$ cat config.mk
export PLATFORM = sky130hd
export DESIGN_NAME = mexp_ctrl
export DESIGN_NICKNAME = d
export VERILOG_FILES = /design/src/rtl/core/mexp_pkg.sv /design/src/rtl/core/mexp_ctrl.sv
export SDC_FILE = /design/constraint.sdc
export NUM_CORES = 1
export LEC_CHECK = 0
export ABC_AREA = 1
export ABC_CLOCK_PERIOD_IN_PS = 2300
export BUFFER_PORTS_ARGS = -buffer_cell sky130_fd_sc_hd__buf_2
export CORE_AREA = 4 4 41 43
export DETAILED_ROUTE_END_ITERATION = 8
export DIE_AREA = 0 0 45 47
export MAX_ROUTING_LAYER = met4
export PLACE_DENSITY_LB_ADDON = 0.12
export SLEW_MARGIN = 20
export SYNTH_ARGS = -nofsm -noshare
export SYNTH_HDL_FRONTEND = slang
export SYNTH_SLANG_ARGS = --single-unit
$ cat constraint.sdc
create_clock -name i_clk -period 2.3 [get_ports i_clk]
set_clock_uncertainty 0.05 [all_clocks]
set_input_delay 0.575 -clock i_clk [delete_from_list [all_inputs] [get_ports i_clk]]
set_output_delay 0.575 -clock i_clk [all_outputs]
set_load 0.02 [all_outputs]
$ cat src/rtl/core/mexp_pkg.sv
// Shared constants, types and control structs for the modular exponentiation block.
package mexp_pkg;

    // Datapath width; base, exponent and modulus are cut to this many bits
    localparam int OPERAND_WIDTH = 32;
    // Width of the stream payload and of the configuration registers
    localparam int DATA_W        = 32;
    localparam int PROD_W        = 2 * OPERAND_WIDTH;
    localparam int RCNT_W        = $clog2(PROD_W);
    localparam int CFG_IDX_W     = 1;

    typedef enum logic [CFG_IDX_W-1:0] {
        REG_EXPONENT = 1'b0,
        REG_MODULUS  = 1'b1
    } t_reg_idx;

    typedef enum logic [2:0] {
        S_IDLE,
        S_TEST,
        S_MUL,
        S_RED,
        S_UPD,
        S_DONE
    } t_state;

    // Controller to datapath
    typedef struct packed {
        logic load;
        logic mul;
        logic red;
        logic upd;
        logic emit;
    } t_cmd;

    // Datapath to controller
    typedef struct packed {
        logic exp_zero;
        logic red_last;
        logic out_free;
    } t_status;

endpackage

$ cat src/rtl/core/mexp_ctrl.sv
// Controller: sequences load, multiply, reduce, update and result hand-off.
module mexp_ctrl import mexp_pkg::*; (
    input  logic    i_clk,
    input  logic    i_rst_n,
    input  logic    i_in_valid,
    output logic    o_in_ready,
    input  t_status i_status,
    output t_cmd    o_cmd
);

    t_state r_state, n_state;

    always_ff @(posedge i_clk) begin
        if (!i_rst_n) begin
            r_state <= S_IDLE;
        end else begin
            r_state <= n_state;
        end
    end

    always_comb begin
        n_state = r_state;
        unique case (r_state)
            S_IDLE: if (i_in_valid) n_state = S_TEST;
            S_TEST: n_state = i_status.exp_zero ? S_DONE : S_MUL;
            S_MUL:  n_state = S_RED;
            S_RED:  if (i_status.red_last) n_state = S_UPD;
            S_UPD:  n_state = S_TEST;
            S_DONE: if (i_status.out_free) n_state = S_IDLE;
            default: n_state = S_IDLE;
        endcase
    end

    always_comb begin
        o_cmd      = '0;
        o_in_ready = 1'b0;
        unique case (r_state)
            S_IDLE: begin
                o_in_ready = 1'b1;
                o_cmd.load = i_in_valid;
            end
            S_TEST: ;
            S_MUL:  o_cmd.mul  = 1'b1;
            S_RED:  o_cmd.red  = 1'b1;
            S_UPD:  o_cmd.upd  = 1'b1;
            S_DONE: o_cmd.emit = i_status.out_free;
            default: ;
        endcase
    end

endmodule

==> results.toml, run 1 <==
[status]
status = "complete, no violations"

[sta]
worst_pin_slew_ns = 0.2214
rsz0062_at_grt = "false"
finalSetupViolations = 0
hold_ws_ns = 0.5217
fin_crit_sh_pct = 78.38
period_minus_slack_ns = 1.803
maxSlewHeadroom_pct = 85.22
fmax_mhz = 554.7
slew_viol_final = 0
tns_ns = 0
final_hold_viol_count = 0

[final_layout]
top_regs = "r_state x3"
area_growth_pct = 39.60
drive_gt1_share_pct = 56.86
multi_input_area_sq_um = 155.1
fin_nets = 58
fillers = 167
seq_area_sq_um = 60.06
post-route-util_pct = 27.12
largest-register = "r_state"
largest_register_ffs = 3
antennaDiodeCount = 0
fin_cells = 66

[yosys]
syn_area_sq_um = 252.7
synth_seq_area_share_pct = 23.76
synth_cell_types = 16
yosys_register_bits = 3
ys.flop_type = "dfxtp_1"
syn_nets = 42
synth_edf_count = 0
yosysWarnings = 0
syn_inst = 36
syn_avg_cell_area_sq_um = 7.021
synthArstFlopShare_pct = 0

[clocking]
cts-root-buf = "clkbuf_4"
cts_sinks = 3
cts_max_level = 1
cts_buffer_depth = 2
clkTransAtPathRegs_ns = 0.04
cts_buffers = 3
clk_latency_ns = 0.23
post_cts_buffers = 0
cts_resized = 0
cts_hold_buf = 0
cts_tree = "done"

[worst_setup_path]
crit_type = "reg2out"
crit_slowest_cell = "dfxtp_1"
critical_path.cell_chain = "inv_2 -> nor4_1 -> buf_2"
end_kind = "output pin"
cp_max_fo = 5
critPathRequiredTime_ns = 1.67
startpoint_type = "flop"
max_stage_delay_ns = 0.42
crit_arrival_ns = 1.18

[pwr]
total_power_mw = 0.3318
vdd_drop_max_v = 0.0003137
p_leak_nw = 0.2063
p_per_area_mw_per_mm2 = 940.4

[floorplanning]
dieHeight_microns = 47
initial_core_util_pct = 19.42
core-area_sq_mm = 0.001301
die_w_microns = 45
io_pins = 12
rows = 13
die_area_sq_mm = 0.002115

[min_path]
hold_path_class = "in2reg"

[drt]
drtAntennaViolNets = 0
viasPerCell = 4.000
first_pass_iters = 1
wire_per_inst_microns = 8.788
dr_total_vias = 264
drt_iter0_markers = 0
drt_drc_violations_left = 0
wirelength_microns = 580

[place]
place_congestion = 0.6472
dpl.hpwl_microns = 506.6
io_buffers = 11
dp_cells = 62

[grt]
grt_pass1_wl_microns = 952
overflow = 0
grt_usage_pct = 7.178
antenna_found_initial = 0
grt_max_degree = 7
grt_pass1_vias = 234

[run]
maxCapViolations = 0
==> cell usage after synthesis, types with 2 or more instances <==
cell | instances | area share [%]
dfxtp_1 | 3 | 24
nand3_1 | 4 | 7.9
nand2_4 | 2 | 8.9
inv_1 | 6 | 8.9
o21ai_1 | 2 | 4.0
nor2_2 | 4 | 9.9
inv_2 | 4 | 5.9
nand3_2 | 2 | 7.9
nand4_1 | 2 | 4.9
==> logic make-up (layout without fill, tap and decap cells) <==
kind of cell | Yosys count | count (layout) | synth area share [%]
AND/OR/NAND/NOR | 20 | 20 | 53.96
flip-flops | 3 | 3 | 23.76
AO/OA/AOI/OAI | 3 | 3 | 7.427
buffers and inverters | 10 | 25 | 14.85
==> metal layers <==
| metal | GRT usage (%) | share of wire, % | vias to the layer above |
|---|---|---|---|
| li1 | - | - | 143 |
| met1 | 7.955 | 47 | 109 |
| met2 | 9.040 | 42 | 10 |
| met3 | 4.598 | 9.5 | 2 |
| met4 | 5.263 | 0.69 | 0 |
| met5 | - | 0 | - |
==> cell usage in the layout, fill, tap and decap left out <==
cell type  instances
nor2_2             4
nand3_2            2
nor2_1             1
buf_2             11
nand3_1            4
o21ai_1            2
inv_1              6
clkbuf_4           3
dfxtp_1            3
inv_2              4
a21oi_2            1
clkbuf_1           1
nor2_4             1
nand2_2            1
nand4_1            2
nand2_4            2
nor4_1             1
nor3_1             1
nand2_1            1
==> worst max-delay path: cells and delay by family, from the launching register on <==
kind,cells,cell delay (ns)
buffers and inverters,2,0.29
flip-flops,1,0.42
AND/OR/NAND/NOR,1,0.24
==> where the power goes <==
group | total [mW] | switching, mW | internal (mW)
logic | 0.159 | 0.101 | 0.0583
clock network | 0.0904 | 0.0255 | 0.0649
registers | 0.0821 | 0.0182 | 0.0639
total | 0.332 | 0.145 | 0.187
==> final timing paths <==
| path | start | to | slack (ns) | depth (start not counted) |
|---|---|---|---|---|
| setup reg to reg | r_state[2]$_SDFFE_PN0P_ | r_state[0]$_SDFFE_PN0P_ | 1.18 | 5 |
| hold reg to reg | r_state[2]$_SDFFE_PN0P_ | r_state[0]$_SDFFE_PN0P_ | 0.66 | 4 |
| setup / recovery | r_state[0]$_SDFFE_PN0P_ | o_cmd[0] | 0.50 | 3 |
| hold / removal | i_rst_n | r_state[1]$_SDFFE_PN0P_ | 0.52 | 3 |
==> per-stage QoR <==
step                      area (sq um)  worst slack, ns
after floorplan                  252.7           0.4426
after global routing             352.8           0.4003
after global placement           326.6           0.6246
after detailed placement         326.6           0.5713
after CTS                        352.8           0.4678
final                            352.8           0.4972
==> final cells by class <==
| class | count | share of cell area [%] |
|---|---|---|
| Clock buffer | 4 | 7.447 |
| Inverter | 10 | 10.64 |
| Multi-Input combinational cell | 23 | 43.97 |
| Sequential cell | 3 | 17.02 |
| Tap cell | 15 | 5.319 |
| Timing Repair Buffer | 11 | 15.60 |
No activity file was read; power rests on OpenSTA's default activity.
==> run 2: changes to the inputs <==
--- a/config.mk
+++ b/config.mk
@@ -6,7 +6,7 @@
 export NUM_CORES = 1
 export LEC_CHECK = 0
 export ABC_AREA = 1
-export ABC_CLOCK_PERIOD_IN_PS = 2300
+export ABC_CLOCK_PERIOD_IN_PS = 1700
 export BUFFER_PORTS_ARGS = -buffer_cell sky130_fd_sc_hd__buf_2
 export CORE_AREA = 4 4 41 43
 export DETAILED_ROUTE_END_ITERATION = 8
==> constraint.sdc (replaced) <==
create_clock -name i_clk -period 1.7 [get_ports i_clk]
set_clock_uncertainty 0.05 [all_clocks]
set_input_delay 0.425 -clock i_clk [delete_from_list [all_inputs] [get_ports i_clk]]
set_output_delay 0.425 -clock i_clk [all_outputs]
set_load 0.02 [all_outputs]
==> run 2 against run 1 <==
  * Sequential cell count unchanged
  * Critical endpoint unchanged
  * Non-clock buffer count unchanged
  * Global-route usage decreased by 0.093 points
  * Critical path type unchanged
  * Clock-buffer cell count unchanged
  * Clock power up 38%
  * Sequential power is 39% higher
  * Worst hold slack got worse by 0.15 ns
  * Critical path depth stayed put
==> results.toml, run 2 (synthesis gave the netlist of run 1 again) <==
[clocking]
cts_buffer_depth = 2
cts_tree = "done"
cts_buffers = 3
cts-root-buf = "clkbuf_4"
cts_max_level = 1
post_cts_buffers = 0
cts_hold_buf = 0
clkTransAtPathRegs_ns = 0.04
clk_latency_ns = 0.23
cts_sinks = 3

[worst_setup_path]
crit_type = "reg2out"
cp_max_fo = 6
max_stage_delay_ns = 0.38
crit_slowest_cell = "dfxtp_2"
startpoint_type = "flop"
reg2reg_slack_ns = 0.62
crit_arrival_ns = 1.10
r2r-start = "r_state[1]$_SDFFE_PN0P_"
crit_start = "r_state[2]$_SDFFE_PN0P_"
end_kind = "output pin"
critPathRequiredTime_ns = 1.22
critical_path.cell_chain = "inv_2 -> nor4_2 -> buf_2"

[final_layout]
final_common_cell = "buf_2"
multi_input_area_sq_um = 161.4
largest_register_ffs = 3
seq_area_sq_um = 62.56
fillers = 161
fin_nets = 58
antennaDiodeCount = 0
final_cell_mix = "buf_2 (11), inv_1 (6), inv_2 (4), nand3_1 (4), nor2_2 (4)"
area_growth_pct = 43.07
top_regs = "r_state x3"
largest-register = "r_state"
drive_gt1_share_pct = 62.75
stdcell_area_sq_um = 361.6

[drt]
drtAntennaViolNets = 0
wire_per_inst_microns = 9.136
drt_iter0_markers = 4
drt_drc_violations_left = 0
viasPerCell = 4.076
wirelength_microns = 603
first_pass_iters = 2
dr_total_vias = 269

[sta]
fmax_mhz = 636.5
tns_ns = 0
maxSlewHeadroom_pct = 87.35
slew_viol_final = 0
finalSetupViolations = 0
hold_ws_ns = 0.3667
rsz0062_at_grt = "false"
fin_crit_sh_pct = 92.42
worst_pin_slew_ns = 0.1895
period_minus_slack_ns = 1.571
final_hold_viol_count = 0
worst_slack_ns = 0.1289

[grt]
grt_pass1_vias = 256
grt_max_degree = 7
grt_usage_pct = 7.085
antenna_found_initial = 0
grt_pass1_wl_microns = 945
overflow = 0

[run]
maxCapViolations = 0

[place]
dpl_cell_area_sq_um = 326.6
place_ws_ns = 0.2592
io_buffers = 11
dpl.hpwl_microns = 500.6
place_congestion = 0.6627

[floorplanning]
io_pins = 12
die_w_microns = 45
dieHeight_microns = 47
core-area_sq_mm = 0.001301
initial_core_util_pct = 19.42
rows = 13
die_area_sq_mm = 0.002115

[pwr]
vdd_drop_max_v = 0.0004388
p_per_area_mw_per_mm2 = 1262
p_leak_nw = 0.2073
total_power_mw = 0.4565

[status]
status = "complete, no violations"

[min_path]
hold_start = "i_rst_n"
hold_path_class = "in2reg"
## run 2: cell count changes in the layout (fill, tap and decap cells not counted)
cell / change
nor4_1: -1
nor4_2: +1
dfxtp_1: -2
dfxtp_2: +2
## run 2: worst paths after layout
check	endpoint	cells after the start
setup / recovery	o_cmd[0]	3
setup reg to reg	r_state[2]$_SDFFE_PN0P_	7
hold reg to reg	r_state[0]$_SDFFE_PN0P_	4
hold / removal	r_state[1]$_SDFFE_PN0P_	3
## run 2: routing by layer
layer | vias to the layer above | track usage (%) | share of wire (%) | routed length, microns
met2 | 10 | 9.040 | 39 | 234
met3 | 4 | 1.533 | 7.0 | 42
met5 | - | - | 0 | 0
met4 | 0 | 10.53 | 4.8 | 29
met1 | 108 | 7.466 | 49 | 297
li1 | 147 | - | - | -
## run 2: worst max-delay path: cells and delay by family, from the launching register on
family                 cells  cell delay [ns]
flip-flops                 1             0.38
AND/OR/NAND/NOR            1             0.20
buffers and inverters      2             0.29
## run 2: final cells by class
cell class	count	area share [%]
sequential	3	17.30
clock buffer	4	7.266
timing repair buffer	11	15.22
multi-input combinational	23	44.64
tap	15	5.190
inverter	10	10.38
## run 2: power by group
part | internal, mW | switching [mW] | leakage, nW
registers | 0.0891 | 0.0244 | 0.0254
clock network | 0.0880 | 0.0369 | 0.0150
logic | 0.0798 | 0.138 | 0.167
## run 2: what timing repair did
| action | 4_1_cts | 5_1_grt |
|---|---|---|
| resized for setup | 0 | 3 |
| setup endpoints to repair | 0 | 1 |
| hold endpoints to repair | 0 | 0 |
## run 2: stage by stage
stage / util, % / std cells
floorplan: - / 36
global placement: 25.10 / 62
detailed placement: 25.10 / 62
CTS: 27.12 / 66
global route: 27.79 / 66
finish: 27.79 / 66
==> run 3: changes to the inputs <==
--- a/config.mk
+++ b/config.mk
@@ -6,7 +6,7 @@
 export NUM_CORES = 1
 export LEC_CHECK = 0
 export ABC_AREA = 1
-export ABC_CLOCK_PERIOD_IN_PS = 1700
+export ABC_CLOCK_PERIOD_IN_PS = 1560
 export BUFFER_PORTS_ARGS = -buffer_cell sky130_fd_sc_hd__buf_2
 export CORE_AREA = 4 4 41 43
 export DETAILED_ROUTE_END_ITERATION = 8
==> constraint.sdc (replaced) <==
create_clock -name i_clk -period 1.56 [get_ports i_clk]
set_clock_uncertainty 0.05 [all_clocks]
set_input_delay 0.39 -clock i_clk [delete_from_list [all_inputs] [get_ports i_clk]]
set_output_delay 0.39 -clock i_clk [all_outputs]
set_load 0.02 [all_outputs]
==> run 3 against run 2 <==
  * Worst setup slack worse by 0.057 ns
  * Largest cell class unchanged
  * Routed wire length decreased by 0.83%
  * Clock-buffer cell count unchanged
  * Critical path depth up 1
  * Final cell count rose by 1.5%
  * Total power is 12% higher
  * Critical path type unchanged
==> results.toml, run 3 (synthesis gave the netlist of run 1 again) <==
[status]
status = "complete, no violations"

[floorplanning]
core-area_sq_mm = 0.001301
rows = 13
initial_core_util_pct = 19.42
die_area_sq_mm = 0.002115
io_pins = 12
die_w_microns = 45
dieHeight_microns = 47

[clocking]
clkTransAtPathRegs_ns = 0.04
cts_buffer_depth = 2
cts_buffers = 3
clk_latency_ns = 0.23
cts-root-buf = "clkbuf_4"
cts_tree = "done"
post_cts_buffers = 0
cts_max_level = 1
cts_sinks = 3

[place]
place_ws_ns = 0.2159
place_congestion = 0.6523
io_buffers = 11
dpl.hpwl_microns = 505

[final_layout]
post-route-util_pct = 29.04
drive_gt1_share_pct = 63.46
largest_register_ffs = 3
fin_nets = 59
final_common_cell = "buf_2"
fillers = 159
multi_input_area_sq_um = 166.4
top_regs = "r_state x3"
final_cell_mix = "buf_2 (10), inv_1 (6), inv_2 (4), nand3_1 (4), nor2_2 (4)"
seq_area_sq_um = 63.81
antennaDiodeCount = 0
largest-register = "r_state"
area_growth_pct = 49.51

[worst_setup_path]
ff2ff_path_depth = 7
end_kind = "output pin"
cp_max_fo = 4
crit_type = "reg2out"
startpoint_type = "flop"
crit_arrival_ns = 1.05
reg2reg_slack_ns = 0.50
regToRegEndpoint = "r_state[2]$_SDFFE_PN0P_"
critPathRequiredTime_ns = 1.12
r2r-start = "r_state[1]$_SDFFE_PN0P_"

[pwr]
combPwrFrac_pct = 50.8
p_seq_share_pct = 22.8
total_power_mw = 0.5124
sw_frac_of_total_pct = 42.97
p_sw_mw = 0.2202
p_leak_nw = 0.2144
vdd_drop_max_v = 0.0004495
cell_internal_pwr_mw = 0.2922
p_per_area_mw_per_mm2 = 1356
clockPowerShare_pct = 26.3

[sta]
period_minus_slack_ns = 1.488
rsz0062_at_grt = "false"
hold_ws_ns = 0.3355
slew_viol_final = 0
final_hold_viol_count = 0
finalSetupViolations = 0
worst_slack_ns = 0.07219
tns_ns = 0
worst_pin_slew_ns = 0.1932
fmax_mhz = 672.1
maxSlewHeadroom_pct = 87.10
fin_crit_sh_pct = 95.37

[grt]
overflow = 0
grt_usage_pct = 6.840
grt_pass1_vias = 230
grt_max_degree = 7
antenna_found_initial = 0
grt_pass1_wl_microns = 903

[drt]
wire_per_inst_microns = 8.925
first_pass_iters = 4
drtAntennaViolNets = 0
drt_drc_violations_left = 0
drt_iter0_markers = 9
wirelength_microns = 598
viasPerCell = 4.000
dr_total_vias = 268

[min_path]
hold_end = "r_state[1]$_SDFFE_PN0P_"
hold_path_class = "in2reg"
hold_start = "i_rst_n"
whs_path_depth = 3

[run]
maxCapViolations = 0
==> run 3: metrics by stage <==
| stage | std cells | instance area, sq um |
|---|---|---|
| floorplan | 36 | 259.0 |
| global placement | 63 | 340.3 |
| CTS | 67 | 367.9 |
| global route | 67 | 377.9 |
| detailed placement | 63 | 340.3 |
| finish | 67 | 377.9 |
==> run 3: area by class of cell <==
class | count | share of cell area [%]
Inverter | 10 | 9.934
Sequential cell | 3 | 16.89
Clock buffer | 4 | 6.954
Timing Repair Buffer | 12 | 17.22
Tap cell | 15 | 4.967
Multi-Input combinational cell | 23 | 44.04
==> run 3: how the worst max path moves through the flow <==
stage,from,to,slack (ns)
2_1_floorplan,r_state[0]$_SDFFE_PN0P_,o_cmd[0],0.16
4_1_cts,r_state[1]$_SDFFE_PN0P_,o_cmd[4],0.01
5_1_grt,r_state[1]$_SDFFE_PN0P_,o_in_ready,0.008
3_5_place_dp,r_state[0]$_SDFFE_PN0P_,o_cmd[0],0.22
3_3_place_gp,r_state[0]$_SDFFE_PN0P_,o_cmd[0],0.23
6_report,r_state[1]$_SDFFE_PN0P_,o_in_ready,0.07
==> run 3: worst max-delay path, cell delays in order, from the launching register on <==
cell     delay (ns)
dfxtp_1        0.35
inv_2          0.11
nand2_4        0.08
nor2_4         0.10
buf_2          0.18
==> run 3: repair_timing <==
item                       in CTS  in global routing
gates cloned                    0                  0
pin swaps                       0                  1
hold buffers                    0                  0
resized for setup               1                  3
setup endpoints to repair       1                  2
==> run 3: metal layers <==
layer	track usage [%]	wire [microns]
met5	-	0
met4	10.53	29
met3	1.149	51
met2	8.192	250
met1	7.692	265
==> run 3: power groups by stage <==
| stage | logic, mW | clock network (mW) | registers [mW] |
|---|---|---|---|
| 2_1_floorplan | 0.189 | 0 | 0.117 |
| 3_3_place_gp | 0.260 | 0 | 0.115 |
| 3_5_place_dp | 0.256 | 0 | 0.115 |
| 4_1_cts | 0.257 | 0.143 | 0.115 |
| 5_1_grt | 0.288 | 0.148 | 0.119 |
| 6_report | 0.260 | 0.135 | 0.117 |
